### config.mk
export PLATFORM = sky130hd
export DESIGN_NAME = ptsd_div
export DESIGN_NICKNAME = d
export VERILOG_FILES = /design/src/hw/rtl/ptsd_pkg.sv /design/src/hw/rtl/ptsd_div.sv
export SDC_FILE = /design/constraint.sdc
export NUM_CORES = 2
export LEC_CHECK = 0
export BUFFER_PORTS_ARGS = -buffer_cell sky130_fd_sc_hd__buf_2
export CORE_MARGIN = 3
export CORE_UTILIZATION = 60
export CTS_BUF_LIST = sky130_fd_sc_hd__clkbuf_4
export DETAILED_ROUTE_END_ITERATION = 10
export PLACE_DENSITY = 0.76
export RECOVER_POWER = 25
export SYNTH_ARGS = -nofsm -noshare
export SYNTH_HDL_FRONTEND = slang
export SYNTH_SLANG_ARGS = --single-unit
### constraint.sdc
create_clock -name i_clk -period 4.7 [get_ports i_clk]
set_clock_uncertainty 0.05 [all_clocks]
set_input_delay 0.47 -clock i_clk [delete_from_list [all_inputs] [get_ports i_clk]]
set_output_delay 0.47 -clock i_clk [all_outputs]
set_load 0.005 [all_outputs]
### src/hw/rtl/ptsd_pkg.sv
// Package for point_to_segment_distance: payload structs and fixed constants.
// No dependencies.
package ptsd_pkg;

    localparam int unsigned CoordW = 32;
    localparam int unsigned TBits  = 16;
    localparam int unsigned DistW  = 33;

    typedef enum logic [1:0] {
        CLS_ZERO,
        CLS_ONE,
        CLS_DIV
    } t_cls;

    typedef struct packed {
        logic signed [CoordW-1:0] seg_start_x;
        logic signed [CoordW-1:0] seg_start_y;
        logic signed [CoordW-1:0] seg_end_x;
        logic signed [CoordW-1:0] seg_end_y;
        logic signed [CoordW-1:0] query_x;
        logic signed [CoordW-1:0] query_y;
    } t_in;

    typedef struct packed {
        logic [DistW-1:0] distance;
        logic [TBits:0]   projection_param;
        logic             degenerate;
    } t_out;

endpackage

### src/hw/rtl/ptsd_div.sv
// Pipelined restoring divider for the projection parameter, one quotient bit per stage.
// Depends on ptsd_pkg.
module ptsd_div #(
    parameter int unsigned W = 68
) (
    input  logic                    i_clk,
    input  logic                    i_en,
    input  logic [W-1:0]            i_num,
    input  logic [W-1:0]            i_den,
    output logic [ptsd_pkg::TBits-1:0] o_q,
    output logic                    o_round_up
);
    localparam int unsigned N = ptsd_pkg::TBits;

    logic [W-1:0] r_rem [N];
    logic [W-1:0] r_den [N];
    logic [N-1:0] r_q   [N];

    for (genvar g = 0; g < N; g++) begin : g_stage
        logic [W-1:0] s_rem;
        logic [W-1:0] s_den;
        logic [N-1:0] s_q;
        logic [W:0]   n_sh;
        logic         n_ge;
        if (g == 0) begin : g_head
            assign s_rem = i_num;
            assign s_den = i_den;
            assign s_q   = '0;
        end else begin : g_tail
            assign s_rem = r_rem[g-1];
            assign s_den = r_den[g-1];
            assign s_q   = r_q[g-1];
        end
        assign n_sh = {s_rem, 1'b0};
        assign n_ge = n_sh >= {1'b0, s_den};
        always_ff @(posedge i_clk) begin
            if (i_en) begin
                r_rem[g] <= n_ge ? W'(n_sh - {1'b0, s_den}) : W'(n_sh);
                r_den[g] <= s_den;
                r_q[g]   <= {s_q[N-2:0], n_ge};
            end
        end
    end

    assign o_q        = r_q[N-1];
    assign o_round_up = {r_rem[N-1], 1'b0} >= {1'b0, r_den[N-1]};
endmodule

==> results.toml <==
[place]
placed_area_sq_mm = 0.159
dp_hpwl_microns = 292000
port_buffers = 154
routabilityCongestion = 0.998
pre_cts_slack_ns = -0.342

[clock_network]
clk_latency_ns = 1.44
path_clk_slew_ns = 0.07
cts_root_buf = "clkbuf_4"
cts_buffers = 621
numClockSinks = 2312
htreeDepth = 6
cts_tree = "done"
clock_path_buffers = 4

[setup_path]
crit_chain = "dlygate4sd3_1 > buf_2 > dlygate4sd3_1 > ha_2 > a21o_1 > a21o_1 > a21oi_2 > o21ai_2 > a211o_1 > a2111o_1 > o211ai_1 > nand2_1 > a31oi_4 > o21ai_2 > a211oi_4 > buf_12 > buf_4 > nand2_1 > dlygate4sd3_1 > o21ai_0 > dlygate4sd3_1"
setup.worst_path.class = "in -> reg"
r2r_slack_ns = 0.03
cp.arrival_ns = 6.02
timing.rr.end = "r_rem[1][130]"
slowest_delay_ns = 0.58
critPathSlowestCell = "dlygate4sd3_1"
crit_top_cell = "dlygate4sd3_1"
cp.required_ns = 5.93
end_kind = "flip-flop"
cp-start-kind = "input pin"
reg2reg_depth = 17
cp_max_fo = 11
regToRegStartpoint = "r_rem[1][0]"

[cells_and_area]
drive_gt1_share_pct = 15.2
layout_common_cells = "edfxtp_1 (2312), a21oi_1 (1505), inv_1 (1397)"
final_nets = 17800
fin_util_pct = 70.5
layout_commonest_cell = "edfxtp_1"
syn_to_final_growth_pct = 16.5
fin_area_sq_mm = 0.170

[pwr]
irDropWorstVdd_mv = 0.356
p_leak_nw = 73.5
powerDensity_mw_per_mm2 = 685

[logic_synthesis]
yosys.area.top_type = "edfxtp_1"
yosysTopAreaCellShare_pct = 47.4
ys_seq_area_share_pct = 47.4
synth-xor-area-share_pct = 6.04
syn_avg_cell_area_sq_um = 9.96
syn_inst = 14700
synthSimpleGateAreaFrac_pct = 11.5
async_reset_ff_share_pct = 0
synth_cell_types = 94
synth_compound_area_share_pct = 18.6
synth_nets = 16000
synthTopCellsByArea = "edfxtp_1 (47%), ha_1 (9.9%), a21oi_1 (5.2%), o21ai_0 (4.0%), a21o_1 (3.7%)"
synth-seq-cells = 2312
ys.flop_type = "edfxtp_1"
synthAdderAreaFrac_pct = 10.1
yosys_warnings = 0
synthesis.area_sq_mm = 0.146
synth_mux_area_share_pct = 1.29
synth_top_family_by_area = "compound AO/OA/AOI/OAI gates"
synth-edff-count = 2312

[run]
drv_cap = 1

[grt]
use_met1_pct = 29.5
grt.met3_usage_pct = 3.61
grt_max_degree = 141
grt_pass1_wl_microns = 587000
antenna_found_initial = 5
gr-total-overflow = 0
grt_use_total_pct = 29.3
grt_pass1_vias = 117000
busiest_layer = "met2"
grt_util_met2_pct = 54.8

[die]
io_pins = 155
initial_utilization_pct = 60.6
dieHeight_microns = 500
design.core.area_sq_mm = 0.242
die_area_sq_mm = 0.250
die_w_microns = 500
row_count = 180

[sta]
timing.fmax_mhz = 209
timing.final.ws_setup_ns = -0.0869
slew_violations = 100
report.final.setup_viol = 5
worst_hold_slack_ns = 0.209
finalHoldViolCount = 0
tightest_slew_ns = 4.42
post-route-min-period_ns = 4.79
rsz0062_at_grt = "true"
relSlewSlack_pct = -194
fin_setup_tns_ns = -0.174
post-route-period-util_pct = 102

[min_path]
hold_depth = 5
hold_path_startpoint = "i_num[59]"
hold_path.class = "in -> reg"
timing.hold.worst_endpoint = "r_rem[0][60]"

[status]
failed_checks = "capacitance limit, slew limit, setup timing"
outcome = "finished, violations left"

[routing]
ant_nets = 0
drc = 0
first_pass_iters = 7
vias_per_cell = 5.72
wl_per_cell_microns = 18.8
dr_total_vias = 115000
drt-initial-drc-count = 7134
wirelength_microns = 378000
==> worst max-delay path, delay by kind of cell <==
| kind | cells | cell delay [ns] |
|---|---|---|
| buffers and inverters | 7 | 2.74 |
| AOI/OAI and AO/OA | 11 | 2.34 |
| and+or+nand+nor | 2 | 0.22 |
| adders and majority gates | 1 | 0.21 |
==> metal layers <==
layer / share of wire (%) / vias to the layer above / wire length, microns
met3: 3.5 / 1177 / 13100
met1: 36 / 53200 / 136000
li1: - / 57400 / -
met4: 8.9 / 0 / 33800
met5: 0 / - / 0
met2: 52 / 3266 / 195000
==> repair_timing <==
item,CTS,global route
setup buffers,2,23
hold buffers,333,0
setup endpoints to repair,303,687
pin swaps,10,30
cloned,1,10
hold endpoints to repair,1939,0
resized for setup,36,88
==> report_power, final <==
part           total (W)  internal (W)  switching, W
combinational     0.0648        0.0289        0.0358
clock             0.0169       0.00874       0.00817
sequential        0.0351        0.0317       0.00343
total              0.117        0.0694        0.0474
==> worst max path at each step <==
stage | start | to | slack [ns]
finish | i_num[32] | r_rem[0][40] | -0.09
global route | r_den[1][482] | o_round_up | -0.18
CTS | r_rem[1][481] | o_round_up | -0.16
detailed placement | r_rem[0][491] | r_rem[1][53] | -0.34
global placement | r_rem[0][491] | r_rem[1][38] | -0.36
floorplan | r_rem[1][305] | r_rem[1][404] | 0.52
==> cells by family (layout without fill, tap and decap cells) <==
logic type | Yosys count | after routing
AO/OA/AOI/OAI | 4475 | 4475
XOR/XNOR | 1010 | 1010
adder cells (fa/ha/maj) | 1171 | 1171
buffers and inverters | 1936 | 4162
flip-flops | 2312 | 2312
multiplexers | 169 | 169
other | 0 | 18
AND/OR/NAND/NOR | 3621 | 3621
==> flip-flops by register name, summed over array words and instances, names as in the netlist <==
name	flops
r_den	1088
r_q	136
r_rem	1088
==> final cells by class <==
| cell class | count | area [sq um] |
|---|---|---|
| Fill cell | 18400 | 71200 |
| Timing Repair Buffer | 1737 | 14200 |
| Clock buffer | 814 | 6110 |
| Clock inverter | 210 | 1260 |
| Antenna cell | 18 | 45.0 |
| Multi-Input combinational cell | 10400 | 70200 |
| Tap cell | 3185 | 3990 |
| Inverter | 1401 | 5260 |
| Sequential cell | 2312 | 69400 |
==> synthesized netlist by cell type (50+ instances only) <==
library cell  number
a211oi_1          87
a21o_1           714
a21oi_1         1523
a31oi_1          126
and2_1            72
and3_1           112
buf_2             66
clkbuf_1         426
edfxtp_1        2312
ha_1            1155
inv_1           1399
mux2_2           156
nand2_1         1325
nand2b_1         134
nand3_1          217
nand4_1          282
nor2_1           953
nor2b_1          141
nor3_1           140
nor4_1            50
o211ai_1          52
o21a_1           122
o21ai_0         1177
o21bai_1         163
o31ai_1           73
xnor2_1          572
xor2_1           438
==> metrics by stage <==
| stage | std cells | power (W) |
|---|---|---|
| finish | 20100 | 0.117 |
| global route | 20100 | 0.126 |
| CTS | 20100 | 0.116 |
| detailed placement | 18700 | 0.0980 |
| global placement | 18700 | 0.0972 |
| floorplan | 14700 | 0.0773 |
(Power assumes the default switching activity.)
